$ cat config.mk
export PLATFORM = sky130hd
export DESIGN_NAME = window_deviation_anomaly_detector_unit_flat
export DESIGN_NICKNAME = d
export VERILOG_FILES = /design/src/hw/rtl/wdad_pkg.sv /design/src/hw/rtl/wdad_if.sv /design/src/hw/rtl/wdad_ring_ram.sv /design/src/hw/rtl/wdad_div.sv /design/src/hw/rtl/wdad_core.sv /design/src/hw/rtl/window_deviation_anomaly_detector_unit.sv /design/src/flat_wrapper.sv
export SDC_FILE = /design/constraint.sdc
export NUM_CORES = 2
export LEC_CHECK = 0
export ABC_CLOCK_PERIOD_IN_PS = 11310
export BUFFER_PORTS_ARGS = -buffer_cell sky130_fd_sc_hd__buf_2
export CAP_MARGIN = 20
export CORE_ASPECT_RATIO = 1.4
export CORE_UTILIZATION = 35
export CTS_CLUSTER_SIZE = 14
export DETAILED_ROUTE_END_ITERATION = 8
export GPL_TIMING_DRIVEN = 0
export SLEW_MARGIN = 20
export SYNTH_ARGS = -nofsm -noshare
export SYNTH_HDL_FRONTEND = slang
export SYNTH_SLANG_ARGS = --single-unit
$ cat constraint.sdc
create_clock -name i_clk -period 11.31 [get_ports i_clk]
set_input_delay 1.6965 -clock i_clk [delete_from_list [all_inputs] [get_ports i_clk]]
set_output_delay 1.6965 -clock i_clk [all_outputs]
set_load 0.02 [all_outputs]
$ cat src/hw/rtl/wdad_pkg.sv
// ----------------------------------------------------------------------------
// wdad_pkg
// Shared constants, types and codes of the window deviation anomaly detector:
// window geometry, datapath widths, memory and divider request structs, and
// the sequencer state and operation codes.
// ----------------------------------------------------------------------------
package wdad_pkg;

    // Window geometry
    localparam int WINDOW      = 20;
    localparam int MIN_HISTORY = 10;
    localparam int COUNT_CAP   = (WINDOW > MIN_HISTORY) ? WINDOW : MIN_HISTORY;

    // Metrics per sample and their width (unsigned Q16.16)
    localparam int NUM_M   = 3;
    localparam int M_IDX_W = $clog2(NUM_M);
    localparam int MET_W   = 32;
    localparam int FRAC_W  = 16;

    // State widths
    localparam int PTR_W = $clog2(WINDOW);
    localparam int CNT_W = $clog2(COUNT_CAP + 1);
    localparam int SUM_W = MET_W + $clog2(WINDOW);

    // Deviation widths: one quotient and the sum of three of them
    localparam int DEV_W  = MET_W + FRAC_W;
    localparam int K_W    = $clog2(NUM_M + 1);
    localparam int DSUM_W = DEV_W + $clog2(NUM_M);

    // Shared divider: left-aligned dividend, 32-bit divisor
    localparam int DIV_W = (DSUM_W > SUM_W) ? DSUM_W : SUM_W;
    localparam int DVS_W = MET_W;
    localparam int NB_W  = $clog2(DIV_W + 1);

    // Ring memory: one row holds all three metrics of a sample
    localparam int ROW_W = NUM_M * MET_W;

    // Configuration port
    localparam int ADDR_W = 3;
    localparam int IDX_W  = ADDR_W - 2;
    localparam int DATA_W = 32;
    localparam logic [IDX_W-1:0] REG_THRESHOLD   = '0;
    localparam logic [MET_W-1:0] THRESHOLD_RESET = 32'h0000_8000;

    // Sequencer states
    typedef enum logic [2:0] {
        S_IDLE,
        S_READ,
        S_ADD,
        S_START,
        S_WAIT,
        S_OUT
    } t_state;

    // Divider operations, in the order they run
    typedef enum logic [1:0] {
        OP_BASE,
        OP_DEV,
        OP_MEAN
    } t_op;

    // Ring memory write and read requests
    typedef struct packed {
        logic             we;
        logic [PTR_W-1:0] addr;
        logic [ROW_W-1:0] data;
    } t_ram_wr;

    typedef struct packed {
        logic             re;
        logic [PTR_W-1:0] addr;
    } t_ram_rd;

    // Divider request and response
    typedef struct packed {
        logic             start;
        logic [DIV_W-1:0] dividend;
        logic [DVS_W-1:0] divisor;
        logic [NB_W-1:0]  nbits;
    } t_div_req;

    typedef struct packed {
        logic             done;
        logic [DIV_W-1:0] quotient;
    } t_div_rsp;

endpackage

$ cat src/hw/rtl/wdad_if.sv
// ----------------------------------------------------------------------------
// wdad_if
// Valid/ready channels of the detector: sample input and result output.
// ----------------------------------------------------------------------------

// Sample channel: one transfer carries three metrics
interface wdad_sample_if;
    logic                      valid;
    logic                      ready;
    logic [wdad_pkg::MET_W-1:0] cov_gain;
    logic [wdad_pkg::MET_W-1:0] exec_speed;
    logic [wdad_pkg::MET_W-1:0] mem_efficiency;

    modport source (
        output valid, cov_gain, exec_speed, mem_efficiency,
        input  ready
    );
    modport sink (
        input  valid, cov_gain, exec_speed, mem_efficiency,
        output ready
    );
endinterface

// Result channel: one transfer per sample
interface wdad_result_if;
    logic                      valid;
    logic                      ready;
    logic                      checked;
    logic                      anomaly;
    logic [wdad_pkg::MET_W-1:0] deviation;

    modport source (
        output valid, checked, anomaly, deviation,
        input  ready
    );
    modport sink (
        input  valid, checked, anomaly, deviation,
        output ready
    );
endinterface

$ cat src/hw/rtl/wdad_ring_ram.sv
// ----------------------------------------------------------------------------
// wdad_ring_ram
// Sample ring: one write port, one read port, registered read data.
// Each row holds the three metrics of one sample.
// ----------------------------------------------------------------------------
module wdad_ring_ram (
    input  logic                        i_clk,
    input  wdad_pkg::t_ram_wr           i_wr,
    input  wdad_pkg::t_ram_rd           i_rd,
    output logic [wdad_pkg::ROW_W-1:0]  o_rdata
);

    logic [wdad_pkg::ROW_W-1:0] r_mem [wdad_pkg::WINDOW];
    logic [wdad_pkg::ROW_W-1:0] r_rdata;

    // Write port
    always_ff @(posedge i_clk) begin
        if (i_wr.we) begin
            r_mem[i_wr.addr] <= i_wr.data;
        end
    end

    // Read port, registered read data
    always_ff @(posedge i_clk) begin
        if (i_rd.re) begin
            r_rdata <= r_mem[i_rd.addr];
        end
    end

    assign o_rdata = r_rdata;

endmodule

$ cat src/hw/rtl/wdad_div.sv
// ----------------------------------------------------------------------------
// wdad_div
// Shared restoring divider, one quotient bit per cycle. The dividend comes
// left-aligned; nbits says how many of its top bits to process. done pulses
// for one cycle with the quotient in the low nbits bits.
// ----------------------------------------------------------------------------
module wdad_div (
    input  logic               i_clk,
    input  logic               i_rst_n,
    input  wdad_pkg::t_div_req i_req,
    output wdad_pkg::t_div_rsp o_rsp
);

    logic                        r_busy;
    logic                        r_done;
    logic [wdad_pkg::NB_W-1:0]   r_cnt;
    logic [wdad_pkg::DVS_W-1:0]  r_rem;
    logic [wdad_pkg::DIV_W-1:0]  r_dvd;
    logic [wdad_pkg::DIV_W-1:0]  r_quo;
    logic [wdad_pkg::DVS_W-1:0]  r_dvs;

    logic [wdad_pkg::DVS_W:0]    trial;
    logic [wdad_pkg::DVS_W:0]    diff;
    logic                        ge;

    // One restoring step: shift in next dividend bit, trial subtract
    always_comb begin
        trial = {r_rem, r_dvd[wdad_pkg::DIV_W-1]};
        diff  = trial - {1'b0, r_dvs};
        ge    = (trial >= {1'b0, r_dvs});
    end

    // Control
    always_ff @(posedge i_clk) begin
        if (!i_rst_n) begin
            r_busy <= 1'b0;
            r_done <= 1'b0;
            r_cnt  <= '0;
        end else begin
            r_done <= 1'b0;
            if (i_req.start) begin
                r_busy <= 1'b1;
                r_cnt  <= i_req.nbits;
            end else if (r_busy) begin
                r_cnt <= r_cnt - 1'b1;
                if (r_cnt == wdad_pkg::NB_W'(1)) begin
                    r_busy <= 1'b0;
                    r_done <= 1'b1;
                end
            end
        end
    end

    // Datapath
    always_ff @(posedge i_clk) begin
        if (i_req.start) begin
            r_rem <= '0;
            r_dvd <= i_req.dividend;
            r_quo <= '0;
            r_dvs <= i_req.divisor;
        end else if (r_busy) begin
            r_rem <= ge ? diff[wdad_pkg::DVS_W-1:0] : trial[wdad_pkg::DVS_W-1:0];
            r_dvd <= r_dvd << 1;
            r_quo <= {r_quo[wdad_pkg::DIV_W-2:0], ge};
        end
    end

    assign o_rsp.done     = r_done;
    assign o_rsp.quotient = r_quo;

endmodule

$ cat src/hw/rtl/wdad_core.sv
// ----------------------------------------------------------------------------
// wdad_core
// Sequencer of the detector. Reads the old ring row, updates the window sums,
// writes the new sample back and, once enough history is held, runs baselines,
// per-metric deviations and their mean through the shared divider. It then
// loads the result register.
module wdad_core (
    input  logic                         i_clk,
    input  logic                         i_rst_n,
    wdad_sample_if.sink                  i_sample,
    wdad_result_if.source                o_result,
    input  logic [wdad_pkg::MET_W-1:0]   i_threshold,
    output wdad_pkg::t_ram_wr            o_ram_wr,
    output wdad_pkg::t_ram_rd            o_ram_rd,
    input  logic [wdad_pkg::ROW_W-1:0]   i_ram_rdata,
    output wdad_pkg::t_div_req           o_div_req,
    input  wdad_pkg::t_div_rsp           i_div_rsp
);

    localparam int NM = wdad_pkg::NUM_M;
    localparam logic [wdad_pkg::M_IDX_W-1:0] LAST_M = wdad_pkg::M_IDX_W'(NM - 1);

    // Control state
    wdad_pkg::t_state r_state, n_state;
    wdad_pkg::t_op    r_op, n_op;
    logic [wdad_pkg::M_IDX_W-1:0] r_m, n_m;
    logic [wdad_pkg::PTR_W-1:0]   r_ptr, n_ptr;
    logic [wdad_pkg::CNT_W-1:0]   r_cnt, n_cnt;
    logic [wdad_pkg::SUM_W-1:0]   r_sum [NM];
    logic [wdad_pkg::SUM_W-1:0]   n_sum [NM];
    logic                         r_out_valid, n_out_valid;

    // Payload
    logic [wdad_pkg::MET_W-1:0]   r_cur  [NM];
    logic [wdad_pkg::MET_W-1:0]   n_cur  [NM];
    logic [wdad_pkg::MET_W-1:0]   r_base [NM];
    logic [wdad_pkg::MET_W-1:0]   n_base [NM];
    logic [wdad_pkg::DSUM_W-1:0]  r_dsum, n_dsum;
    logic [wdad_pkg::K_W-1:0]     r_k, n_k;
    logic [wdad_pkg::DIV_W-1:0]   r_mean, n_mean;
    logic                         r_checked, n_checked;
    logic                         r_out_checked, n_out_checked;
    logic                         r_out_anomaly, n_out_anomaly;
    logic [wdad_pkg::MET_W-1:0]   r_out_dev, n_out_dev;

    // Helpers
    logic                         accept;
    logic                         full;
    logic [wdad_pkg::CNT_W-1:0]   cnt_inc;
    logic [wdad_pkg::CNT_W-1:0]   navg;
    logic [wdad_pkg::MET_W-1:0]   cur_m;
    logic [wdad_pkg::MET_W-1:0]   base_m;
    logic [wdad_pkg::MET_W-1:0]   absdiff;

    assign accept = i_sample.valid && (r_state == wdad_pkg::S_IDLE);
    assign full   = (r_cnt >= wdad_pkg::CNT_W'(wdad_pkg::WINDOW));
    assign navg   = (r_cnt < wdad_pkg::CNT_W'(wdad_pkg::WINDOW)) ?
                    r_cnt : wdad_pkg::CNT_W'(wdad_pkg::WINDOW);
    assign cnt_inc = (r_cnt < wdad_pkg::CNT_W'(wdad_pkg::COUNT_CAP)) ?
                     r_cnt + 1'b1 : r_cnt;

    // |current - baseline| of the metric in turn
    assign cur_m   = r_cur[r_m];
    assign base_m  = r_base[r_m];
    assign absdiff = (cur_m >= base_m) ? cur_m - base_m : base_m - cur_m;

    // Next state and outputs
    always_comb begin
        n_state       = r_state;
        n_op          = r_op;
        n_m           = r_m;
        n_ptr         = r_ptr;
        n_cnt         = r_cnt;
        n_sum         = r_sum;
        n_cur         = r_cur;
        n_base        = r_base;
        n_dsum        = r_dsum;
        n_k           = r_k;
        n_mean        = r_mean;
        n_checked     = r_checked;
        n_out_checked = r_out_checked;
        n_out_anomaly = r_out_anomaly;
        n_out_dev     = r_out_dev;
        n_out_valid   = r_out_valid && !o_result.ready;

        o_ram_rd      = '0;
        o_ram_wr      = '0;
        o_div_req     = '0;

        case (r_state)
            // Take a sample and fetch the row it replaces
            wdad_pkg::S_IDLE: begin
                if (accept) begin
                    n_cur[0]      = i_sample.cov_gain;
                    n_cur[1]      = i_sample.exec_speed;
                    n_cur[2]      = i_sample.mem_efficiency;
                    o_ram_rd.re   = 1'b1;
                    o_ram_rd.addr = r_ptr;
                    n_state       = wdad_pkg::S_READ;
                end
            end

            // Drop the oldest sample from the sums once the ring is full; write the new row
            wdad_pkg::S_READ: begin
                for (int i = 0; i < NM; i++) begin
                    if (full) begin
                        n_sum[i] = r_sum[i] - wdad_pkg::SUM_W'(
                            i_ram_rdata[i*wdad_pkg::MET_W +: wdad_pkg::MET_W]);
                    end
                    o_ram_wr.data[i*wdad_pkg::MET_W +: wdad_pkg::MET_W] = r_cur[i];
                end
                o_ram_wr.we   = 1'b1;
                o_ram_wr.addr = r_ptr;
                n_state       = wdad_pkg::S_ADD;
            end

            // Add the new sample, advance pointer and count
            wdad_pkg::S_ADD: begin
                for (int i = 0; i < NM; i++) begin
                    n_sum[i] = r_sum[i] + wdad_pkg::SUM_W'(r_cur[i]);
                end
                n_ptr = (r_ptr == wdad_pkg::PTR_W'(wdad_pkg::WINDOW - 1)) ?
                        '0 : r_ptr + 1'b1;
                n_cnt     = cnt_inc;
                n_checked = (cnt_inc >= wdad_pkg::CNT_W'(wdad_pkg::MIN_HISTORY));
                n_dsum    = '0;
                n_k       = '0;
                n_mean    = '0;
                n_op      = wdad_pkg::OP_BASE;
                n_m       = '0;
                n_state   = n_checked ? wdad_pkg::S_START : wdad_pkg::S_OUT;
            end

            // Issue the next division, skipping zero baselines
            wdad_pkg::S_START: begin
                case (r_op)
                    wdad_pkg::OP_BASE: begin
                        o_div_req.start    = 1'b1;
                        o_div_req.dividend = wdad_pkg::DIV_W'(r_sum[r_m])
                                             << (wdad_pkg::DIV_W - wdad_pkg::SUM_W);
                        o_div_req.divisor  = wdad_pkg::DVS_W'(navg);
                        o_div_req.nbits    = wdad_pkg::NB_W'(wdad_pkg::SUM_W);
                        n_state            = wdad_pkg::S_WAIT;
                    end
                    wdad_pkg::OP_DEV: begin
                        if (base_m == '0) begin
                            if (r_m == LAST_M) begin
                                n_op = wdad_pkg::OP_MEAN;
                                n_m  = '0;
                            end else begin
                                n_m = r_m + 1'b1;
                            end
                        end else begin
                            o_div_req.start    = 1'b1;
                            o_div_req.dividend = wdad_pkg::DIV_W'(absdiff)
                                                 << (wdad_pkg::DIV_W - wdad_pkg::MET_W);
                            o_div_req.divisor  = base_m;
                            o_div_req.nbits    = wdad_pkg::NB_W'(wdad_pkg::DEV_W);
                            n_state            = wdad_pkg::S_WAIT;
                        end
                    end
                    wdad_pkg::OP_MEAN: begin
                        if (r_k == '0) begin
                            n_mean  = '0;
                            n_state = wdad_pkg::S_OUT;
                        end else begin
                            o_div_req.start    = 1'b1;
                            o_div_req.dividend = wdad_pkg::DIV_W'(r_dsum)
                                                 << (wdad_pkg::DIV_W - wdad_pkg::DSUM_W);
                            o_div_req.divisor  = wdad_pkg::DVS_W'(r_k);
                            o_div_req.nbits    = wdad_pkg::NB_W'(wdad_pkg::DSUM_W);
                            n_state            = wdad_pkg::S_WAIT;
                        end
                    end
                    default: begin
                        n_state = wdad_pkg::S_IDLE;
                    end
                endcase
            end

            // Collect the quotient
            wdad_pkg::S_WAIT: begin
                if (i_div_rsp.done) begin
                    n_state = wdad_pkg::S_START;
                    case (r_op)
                        wdad_pkg::OP_BASE: begin
                            n_base[r_m] = i_div_rsp.quotient[wdad_pkg::MET_W-1:0];
                            if (r_m == LAST_M) begin
                                n_op = wdad_pkg::OP_DEV;
                                n_m  = '0;
                            end else begin
                                n_m = r_m + 1'b1;
                            end
                        end
                        wdad_pkg::OP_DEV: begin
                            n_dsum = r_dsum + wdad_pkg::DSUM_W'(
                                i_div_rsp.quotient[wdad_pkg::DEV_W-1:0]);
                            n_k    = r_k + 1'b1;
                            if (r_m == LAST_M) begin
                                n_op = wdad_pkg::OP_MEAN;
                                n_m  = '0;
                            end else begin
                                n_m = r_m + 1'b1;
                            end
                        end
                        wdad_pkg::OP_MEAN: begin
                            n_mean  = i_div_rsp.quotient;
                            n_state = wdad_pkg::S_OUT;
                        end
                        default: begin
                            n_state = wdad_pkg::S_IDLE;
                        end
                    endcase
                end
            end

            // Load the result register once it is free
            wdad_pkg::S_OUT: begin
                if (!r_out_valid || o_result.ready) begin
                    n_out_valid   = 1'b1;
                    n_out_checked = r_checked;
                    n_out_anomaly = r_checked &&
                                    (r_mean > wdad_pkg::DIV_W'(i_threshold));
                    n_out_dev     = (r_mean[wdad_pkg::DIV_W-1:wdad_pkg::MET_W] != '0) ?
                                    '1 : r_mean[wdad_pkg::MET_W-1:0];
                    n_state       = wdad_pkg::S_IDLE;
                end
            end

            default: begin
                n_state = wdad_pkg::S_IDLE;
            end
        endcase
    end

    // Control registers
    always_ff @(posedge i_clk) begin
        if (!i_rst_n) begin
            r_state     <= wdad_pkg::S_IDLE;
            r_op        <= wdad_pkg::OP_BASE;
            r_m         <= '0;
            r_ptr       <= '0;
            r_cnt       <= '0;
            r_out_valid <= 1'b0;
            for (int i = 0; i < NM; i++) begin
                r_sum[i] <= '0;
            end
        end else begin
            r_state     <= n_state;
            r_op        <= n_op;
            r_m         <= n_m;
            r_ptr       <= n_ptr;
            r_cnt       <= n_cnt;
            r_out_valid <= n_out_valid;
            r_sum       <= n_sum;
        end
    end

    // Payload registers
    always_ff @(posedge i_clk) begin
        r_cur         <= n_cur;
        r_base        <= n_base;
        r_dsum        <= n_dsum;
        r_k           <= n_k;
        r_mean        <= n_mean;
        r_checked     <= n_checked;
        r_out_checked <= n_out_checked;
        r_out_anomaly <= n_out_anomaly;
        r_out_dev     <= n_out_dev;
    end

    assign i_sample.ready     = (r_state == wdad_pkg::S_IDLE);
    assign o_result.valid     = r_out_valid;
    assign o_result.checked   = r_out_checked;
    assign o_result.anomaly   = r_out_anomaly;
    assign o_result.deviation = r_out_dev;

endmodule

$ cat src/hw/rtl/window_deviation_anomaly_detector_unit.sv
// ----------------------------------------------------------------------------
// window_deviation_anomaly_detector_unit
// Moving-window relative deviation anomaly detector, top level. Holds the
// threshold register behind the APB port and ties the sequencer, the sample
// ring and the shared divider together.
//
//   channel   dir   handshake      payload
//   i_sample  in    valid/ready    cov_gain, exec_speed, mem_efficiency
//   o_result  out   valid/ready    checked, anomaly, deviation
//   apb       in    psel/penable   paddr, pwdata -> threshold
//
// A sample with too little history skips the divider and goes from the read
// and add states straight to the output state. A checked sample runs up to
// seven divisions through one divider that makes one quotient bit a cycle,
// fewer when baselines are zero. One sample is in work at a time; the next
// is taken while the previous result still waits in the output register.
// Reset is synchronous; the ring needs no clearing pass.
// ----------------------------------------------------------------------------
module window_deviation_anomaly_detector_unit (
    input  logic                          i_clk,
    input  logic                          i_rst_n,
    wdad_sample_if.sink                   i_sample,
    wdad_result_if.source                 o_result,
    input  logic                          psel,
    input  logic                          penable,
    input  logic                          pwrite,
    input  logic [wdad_pkg::ADDR_W-1:0]   paddr,
    input  logic [wdad_pkg::DATA_W-1:0]   pwdata,
    output logic [wdad_pkg::DATA_W-1:0]   prdata,
    output logic                          pready
);

    logic [wdad_pkg::MET_W-1:0]  r_threshold;
    logic [wdad_pkg::IDX_W-1:0]  reg_idx;
    logic                        wr_en;

    wdad_pkg::t_ram_wr           ram_wr;
    wdad_pkg::t_ram_rd           ram_rd;
    logic [wdad_pkg::ROW_W-1:0]  ram_rdata;
    wdad_pkg::t_div_req          div_req;
    wdad_pkg::t_div_rsp          div_rsp;

    // APB register access
    assign pready  = 1'b1;
    assign reg_idx = paddr[wdad_pkg::ADDR_W-1:2];
    assign wr_en   = psel && penable && pwrite && pready;

    always_ff @(posedge i_clk) begin
        if (!i_rst_n) begin
            r_threshold <= wdad_pkg::THRESHOLD_RESET;
        end else if (wr_en && (reg_idx == wdad_pkg::REG_THRESHOLD)) begin
            r_threshold <= pwdata[wdad_pkg::MET_W-1:0];
        end
    end

    assign prdata = (reg_idx == wdad_pkg::REG_THRESHOLD) ?
                    wdad_pkg::DATA_W'(r_threshold) : '0;

    // Sequencer
    wdad_core u_core (
        .i_clk       (i_clk),
        .i_rst_n     (i_rst_n),
        .i_sample    (i_sample),
        .o_result    (o_result),
        .i_threshold (r_threshold),
        .o_ram_wr    (ram_wr),
        .o_ram_rd    (ram_rd),
        .i_ram_rdata (ram_rdata),
        .o_div_req   (div_req),
        .i_div_rsp   (div_rsp)
    );

    // Sample ring
    wdad_ring_ram u_ring (
        .i_clk   (i_clk),
        .i_wr    (ram_wr),
        .i_rd    (ram_rd),
        .o_rdata (ram_rdata)
    );

    // Shared divider
    wdad_div u_div (
        .i_clk   (i_clk),
        .i_rst_n (i_rst_n),
        .i_req   (div_req),
        .o_rsp   (div_rsp)
    );

endmodule
$ cat src/flat_wrapper.sv
// flat-port wrapper written by rule: the top's interface ports become plain ports
module window_deviation_anomaly_detector_unit_flat 
  (i_clk, i_rst_n, psel, penable, pwrite, paddr, pwdata, prdata, pready, i_sample_valid, i_sample_cov_gain, i_sample_exec_speed, i_sample_mem_efficiency, i_sample_ready, o_result_valid, o_result_checked, o_result_anomaly, o_result_deviation, o_result_ready);
  wdad_sample_if i_sample_i ();
  wdad_result_if o_result_i ();
  input  logic i_clk;
  input  logic i_rst_n;
  input  logic psel;
  input  logic penable;
  input  logic pwrite;
  input  logic [wdad_pkg::ADDR_W-1:0] paddr;
  input  logic [wdad_pkg::DATA_W-1:0] pwdata;
  output logic [wdad_pkg::DATA_W-1:0] prdata;
  output logic pready;
  input wire logic [$bits(i_sample_i.valid)-1:0] i_sample_valid;
  input wire logic [$bits(i_sample_i.cov_gain)-1:0] i_sample_cov_gain;
  input wire logic [$bits(i_sample_i.exec_speed)-1:0] i_sample_exec_speed;
  input wire logic [$bits(i_sample_i.mem_efficiency)-1:0] i_sample_mem_efficiency;
  output wire logic [$bits(i_sample_i.ready)-1:0] i_sample_ready;
  output wire logic [$bits(o_result_i.valid)-1:0] o_result_valid;
  output wire logic [$bits(o_result_i.checked)-1:0] o_result_checked;
  output wire logic [$bits(o_result_i.anomaly)-1:0] o_result_anomaly;
  output wire logic [$bits(o_result_i.deviation)-1:0] o_result_deviation;
  input wire logic [$bits(o_result_i.ready)-1:0] o_result_ready;
  assign i_sample_i.valid = i_sample_valid;
  assign i_sample_i.cov_gain = i_sample_cov_gain;
  assign i_sample_i.exec_speed = i_sample_exec_speed;
  assign i_sample_i.mem_efficiency = i_sample_mem_efficiency;
  assign i_sample_ready = i_sample_i.ready;
  assign o_result_valid = o_result_i.valid;
  assign o_result_checked = o_result_i.checked;
  assign o_result_anomaly = o_result_i.anomaly;
  assign o_result_deviation = o_result_i.deviation;
  assign o_result_i.ready = o_result_ready;
  window_deviation_anomaly_detector_unit u_core (.i_clk(i_clk), .i_rst_n(i_rst_n), .i_sample(i_sample_i), .o_result(o_result_i), .psel(psel), .penable(penable), .pwrite(pwrite), .paddr(paddr), .pwdata(pwdata), .prdata(prdata), .pready(pready));
endmodule
==> Word level (Yosys, flattened, before mapping) <==
Memory sizes are Yosys's and may differ from the RTL's. A register that Yosys moved wholly into a read port is not among the register bits.
Cells that the tools add are included.
{ "word_totals": {"regBits": 662, "latchBits": 0, "mem_bits_rw": 1920, "mem_bits_ro": 0, "inputBits": 138, "out_inout_bits": 69, "word_cells": 186, "mem_count": 1} }
{ "memory_table": {"columns": ["name", "depth", "word_bits", "read_ports", "rd_ports_with_merged_regs", "wr", "line", "source"], "rows": [
  ["u_core.u_ring.r_mem", 20, 96, 1, 1, 1, "wdad_ring_ram.sv:13", "logic [wdad_pkg::ROW_W-1:0] r_mem [wdad_pkg::WINDOW];"]
]} }
{ "classes": {"add_sub_neg": 15, "n_mul": 0, "div_mod_pow": 0, "n_lt_le_gt_ge": 8, "eq_ne": 24, "shift": 0, "muxes": 74, "bitwise": 4, "reduce_logical": 30} }
{ "ops": {"columns": ["op", "n"], "rows": [
  ["$mux W50", 8],
  ["$mux W89", 3],
  ["$pmux W89 S3", 1],
  ["$mux W32", 8],
  ["$pmux W111 S2", 1],
  ["$mux W37", 5],
  ["$pmux W50 S3", 1],
  ["$bmux W32 S2", 2],
  ["$add A37 B32 Y37", 3],
  ["$sub A37 B32 Y37", 3],
  ["$mux W102", 1],
  ["$pmux W50 S2", 1],
  ["$bwmux W96", 1],
  ["$sub A32 B32 Y32", 3],
  ["$bmux W37 S2", 1],
  ["$demux W32 S2", 1],
  ["$add A50 B48 Y50", 1],
  ["$gt A50 B32 Y1", 1],
  ["$ge A33 B32 Y1", 1],
  ["$ge A32 B32 Y1", 1],
  ["$logic_not A32 Y1", 1],
  ["$mux W2", 12],
  ["$mux W6", 4],
  ["$ne A2 B2 Y1 const B", 9],
  ["other kinds (43)", 82]
]} }

==> Longest topological paths before layout <==
{ "depth": {"word_depth": 10, "mapped_depth": 22} }

==> By module <==
Synthesis repeated with hierarchy kept, for this count alone.
{ "hier_totals": {"hier_cells": 8887, "area_unflattened_um2": 120605.7} }
{ "by_module_without_submodules": {"columns": ["mod", "instances", "cells_each", "area_each_um2", "seq_area_each_um2"], "rows": [
  ["wdad_ring_ram", 1, 4004, 76442.1, 60538.1],
  ["wdad_core", 1, 3918, 34062.7, 12462.0],
  ["wdad_div", 1, 788, 8558.2, 4264.1],
  ["window_deviation_anomaly_detector_unit", 1, 177, 1542.7, 640.6]
]} }

==> Worst setup path before layout <==
OpenSTA, ideal clock, no wires.
{ "synth_timing": {"path_type": "input port to flip-flop", "start": "input i_sample_valid", "end": "register u_core.u_ring.r_rdata (netlist bit u_core.u_ring.o_rdata[91]), read port of u_core.u_ring.r_mem (data pin)", "setup_ns": 0.269, "arrival_ns": 9.702, "required_ns": 11.041, "path_slack_ns": 1.339, "cell_stages": 12, "cell_sequence": "and2_1 -> clkbuf_1 -> nand2_1 -> clkbuf_1 -> clkbuf_1 -> clkbuf_1 -> nand2_1 -> nand3_1 -> a311oi_1 -> a31oi_1 -> nand2_1 -> o21ai_0"} }
{ "synth_lines": {"columns": ["item", "line", "source"], "rows": [
  ["start: declaration", "flat_wrapper.sv:15", "input wire logic [$bits(i_sample_i.valid)-1:0] i_sample_valid;"],
  ["end: declaration", "wdad_ring_ram.sv:14", "logic [wdad_pkg::ROW_W-1:0] r_rdata;"]
]} }

==> Worst setup path after layout <==
{ "layout_timing": {"start": "register u_core.u_core.r_m[0] in the netlist's numbering", "end": "register u_core.u_div.r_dvd[28] in the netlist's numbering (data pin)"} }
{ "layout_via": {"elab_chain_cells": 10, "word_cells_on_any_way": 19, "cone_classes": "add/sub: 2; order compare: 1; mux: 14; bitwise: 1; reduce/logical: 1"} }
{ "layout_lines": {"columns": ["item", "line", "source"], "rows": [
  ["start: declaration", "wdad_core.sv:26", "logic [wdad_pkg::M_IDX_W-1:0] r_m, n_m;"],
  ["start signal: assignment", "wdad_core.sv:251", "r_m <= n_m;"],
  ["$not A2 Y3 (implied by the code) (*)", "wdad_core.sv:63, wdad_core.sv:64, wdad_core.sv:139", null],
  ["$bmux W32 S2 (on tied branches)", "wdad_core.sv:64, wdad_core.sv:63", null],
  ["$mux W32 (on tied branches) (2 in series)", "wdad_core.sv:64, wdad_core.sv:63", null],
  ["$sub A32 B32 Y32 or $ge A32 B32 Y1 (tied branches)", "wdad_core.sv:65", "assign absdiff = (cur_m >= base_m) ? cur_m - base_m : base_m - cur_m;"],
  ["$mux W32", "wdad_core.sv:65", null],
  ["$mux W89", "wdad_core.sv:146", "if (base_m == '0) begin"],
  ["$pmux W89 S3 (*)", "wdad_core.sv:136", "case (r_op)"],
  ["$mux W89 (*)", "wdad_core.sv:90", "case (r_state)"],
  ["$mux W50 (*)", "wdad_div.sv:56", "if (i_req.start) begin"],
  ["end signal: assignment", "wdad_div.sv:58", "r_dvd <= i_req.dividend;"],
  ["end signal: assignment", "wdad_div.sv:63", "r_dvd <= r_dvd << 1;"],
  ["end: declaration", "wdad_div.sv:18", "logic [wdad_pkg::DIV_W-1:0] r_dvd;"]
]} }
Every way passes the cells marked *; elsewhere a longest branch is shown, timed or not. The select of a mux whose other input is x is not followed.
A chain may end at the register's enable or synchronous reset.

==> impl_metrics.py <==
metrics = {
    "run_status": {
        "status": "finished, violations left",
        "violations": "design-rule violations",
    },
    "timing": {
        "slew_viol_final": 0,
        "setup_viol": 0,
        "period_share": 0.8050,
        "slew_headroom": 0.1932,
        "worst_pin_slew_ns": 1.210,
        "rsz0062_at_grt": "false",
        "setup_tns_ns": 0,
        "fin_crit_ns": 9.105,
        "skew_ns": 0.07620,
        "timing.fmax_mhz": 109.8,
        "fin_ws_ns": 2.205,
        "hold_viol_final": 0,
    },
    "clock_network": {
        "postCtsSetupBuffers": 0,
        "clockBufferDepth": 4,
        "numCtsBuffers": 279,
        "clk_pin_slew_worst_paths_ns": 0.07,
        "htree_levels": 5,
        "cts-root-buf": "clkbuf_16",
        "post_cts_resized": 0,
        "hold_buffers": 0,
        "tritoncts": "yes",
        "cts.sinks": 2678,
        "clock_latency_ns": 0.88,
    },
    "placed_design": {
        "dp_slack_ns": 2.112,
        "hpwlAfterDp_um": 319300,
        "gp_congestion": 0.9756,
        "place_area_mm2": 0.1314,
        "port_buffers": 201,
        "place_inst": 15040,
    },
    "yosys": {
        "synth_cell_types": 85,
        "synthXorXnorAreaFrac": 0.01859,
        "syn_inst": 10140,
        "synth-compound-area-share": 0.1278,
        "synthMuxAreaShare": 0.03880,
        "synth_fa_ha_area_frac": 0.03143,
        "synth_common_cells": "edfxtp_1 (2427), nand2_1 (1567), a21oi_1 (695)",
        "synth_edf_count": 2427,
        "ys.flop_type": "edfxtp_1",
        "async_flop_share": 0,
        "netlist_area_mm2": 0.1211,
        "synth_largest_area_cell": "edfxtp_1",
        "syn-mean-instance-area_um2": 11.95,
        "syn_nets": 10570,
        "yosysSeqAreaShare": 0.6434,
        "synth_top_family_by_area": "compound AO/OA/AOI/OAI gates",
        "synth-simple-area-share": 0.1129,
        "ys.warnings.count": 0,
        "ys_top_cells_by_area": "edfxtp_1 (60%), nand2_1 (4.9%), dfxtp_1 (4.1%)",
        "synth_top_area_frac": 0.6019,
        "synth-seq-cells": 2678,
        "yosysMostFrequentCell": "edfxtp_1",
    },
    "worst_setup_path": {
        "path_class": "register to register",
        "ff2ff_path_depth": 22,
        "crit_path_start_kind": "register",
        "cp.required_ns": 12.01,
        "cp_max_fo": 10,
        "worstPathArrival_ns": 9.80,
        "critPathCaptureType": "register",
    },
    "layout": {
        "final_cells": 15540,
        "drive_above_1_share": 0.09130,
        "final_util": 0.4073,
        "n_fill_cell": 32350,
        "synthToLayoutAreaGrowth_pct": 15.80,
        "nets": 11260,
        "seqCellArea_mm2": 0.07790,
        "design_area_mm2": 0.1402,
        "multi_input_area_mm2": 0.04014,
    },
    "power_and_ir_drop": {
        "p_switching_w": 0.006678,
        "pwr-share-clk": 0.373,
        "ir_worst_vdd_uv": 124.7,
        "power.internal_w": 0.01761,
        "power_frac_seq": 0.483,
        "p_leak_nw": 48.36,
        "p_comb_frac": 0.144,
        "powerDensity_mw_per_mm2": 173.2,
        "sw_frac_of_total": 0.2749,
    },
    "drt": {
        "drc": 2,
        "vias": 85280,
        "dr.pass1.iters": 9,
        "postRouteAntennaNets": 0,
        "via_per_inst": 5.488,
        "wl_per_cell_um": 26.81,
        "drtIter0Drc": 7533,
        "totalWireLength_um": 416700,
    },
    "floorplan": {
        "ios": 207,
        "core_area_mm2": 0.3443,
        "die_w_um": 499.1,
        "fp.dieH_um": 698.0,
        "num_rows": 255,
        "start_util": 0.3517,
        "die-area_mm2": 0.3484,
    },
    "grt": {
        "antenna_found_initial": 24,
        "track_usage": 0.2333,
        "grt_first_pass_wirelength_um": 589100,
        "overflow": 0,
        "grt_max_degree": 54,
        "first_global_vias": 84230,
    },
    "flow_run": {
        "maxCapViolCount": 0,
    },
    "min_path": {
        "hold_path_class": "register to register",
        "hold_depth": 2,
    },
}
## path summary, 6_finish.rpt
kind / startpoint / endpoint / slack, ns
setup / recovery: u_core.u_core.r_m[0] / u_core.u_div.r_dvd[28] / 2.21
hold / removal: u_core.r_threshold[22] / u_core.r_threshold[22] / 0.45
setup reg to reg: u_core.u_core.r_m[0] / u_core.u_div.r_dvd[28] / 2.21
hold reg to reg: u_core.r_threshold[22] / u_core.r_threshold[22] / 0.45
## critical path, stage by stage, from the launching register on
cell,delay [ns]
dfxtp_1,0.33
buf_6,0.14
clkbuf_1,0.76
clkbuf_1,0.53
buf_1,0.53
buf_6,0.25
clkbuf_1,0.59
mux2i_1,0.68
nor2_1,0.09
a21oi_1,0.50
ha_1,0.36
clkbuf_1,0.24
and3_1,0.22
o21bai_1,0.12
o31ai_1,0.11
a211oi_1,0.61
a21bo_2,0.23
clkbuf_1,0.45
clkbuf_1,0.52
o21ai_0,0.34
xnor2_1,0.82
a222oi_1,0.20
o21ai_1,0.27
## placed cells by master, fill, tap and decap left out, types with 56 or more instances in the layout
| cell | count |
|---|---|
| clkbuf_1 | 564 |
| a21o_1 | 137 |
| dfxtp_1 | 251 |
| a21oi_1 | 695 |
| inv_1 | 219 |
| o211ai_1 | 212 |
| ha_1 | 293 |
| buf_1 | 80 |
| a31oi_1 | 144 |
| nand2_1 | 1565 |
| xor2_1 | 127 |
| nand2b_1 | 72 |
| nor2_1 | 531 |
| nor3_1 | 71 |
| o22ai_1 | 58 |
| buf_2 | 209 |
| nand3_1 | 289 |
| o21ai_0 | 685 |
| xnor2_1 | 130 |
| mux2i_1 | 358 |
| and2_1 | 123 |
| nand4_1 | 61 |
| edfxtp_1 | 2427 |
| a311oi_1 | 212 |
| clkbuf_16 | 284 |
| and3_1 | 170 |
| clkinv_1 | 56 |
| buf_4 | 76 |
| mux2_2 | 99 |
| buf_12 | 65 |
## metrics by stage
stage                     total power, W  hold slack, ns
after CTS                        0.02435          0.4545
after global routing             0.02505          0.4687
final                            0.02429          0.4532
after detailed placement         0.01537          0.4463
after global placement           0.01533          0.4422
after floorplan                  0.01392          0.4195
## cell type report
type                       count  area share
sequential                  2678      0.5556
tap                         4497     0.04013
timing repair buffer         406     0.03160
clock inverter               139    0.009592
multi-input combinational   6592      0.2863
inverter                     225    0.006041
antenna                       14   0.0002498
buffer                       641     0.01778
clock buffer                 348     0.05275
## power by group through the flow
stage / Clock (W) / Sequential, W / Combinational (W)
floorplan: 0 / 0.0117 / 0.00221
global placement: 0 / 0.0120 / 0.00333
detailed placement: 0 / 0.0119 / 0.00343
CTS: 0.00918 / 0.0117 / 0.00345
global route: 0.00953 / 0.0117 / 0.00379
finish: 0.00907 / 0.0117 / 0.00349
## sequential cells by signal, indices dropped and copies added, names as in the netlist, 3 cells and up
name,cells
u_core.u_ring.r_mem,1920
u_core.u_core.r_sum,111
u_core.u_core.r_base,96
u_core.u_core.r_cur,96
u_core.u_ring.o_rdata,96
u_core.u_core.r_dsum,50
u_core.u_core.r_mean,50
u_core.u_div.r_dvd,50
u_core.u_div.r_quo,50
u_core.r_threshold,32
u_core.u_core.o_result.deviation,32
u_core.u_div.r_dvs,32
u_core.u_div.r_rem,32
u_core.u_div.r_cnt,6
u_core.u_core.r_cnt,5
u_core.u_core.r_ptr,5
u_core.u_core.r_state,3
## cells by family (layout without fill, tap and decap cells)
group	count (synthesis)	in the layout
buf+inv	866	1759
fa+ha+maj	300	300
mux	457	457
other cells	1	15
xor+xnor	257	257
simple gates	3087	3087
compound gates	2490	2490
flops	2678	2678
## metal layers
metal	GRT usage	part of all wire	vias up
li1	-	-	39170
met1	0.2590	0.36	42040
met2	0.4106	0.50	3168
met3	0.03244	0.059	898
met4	0.1630	0.078	6
met5	0	0.000072	-
(Power assumes the default switching activity.)
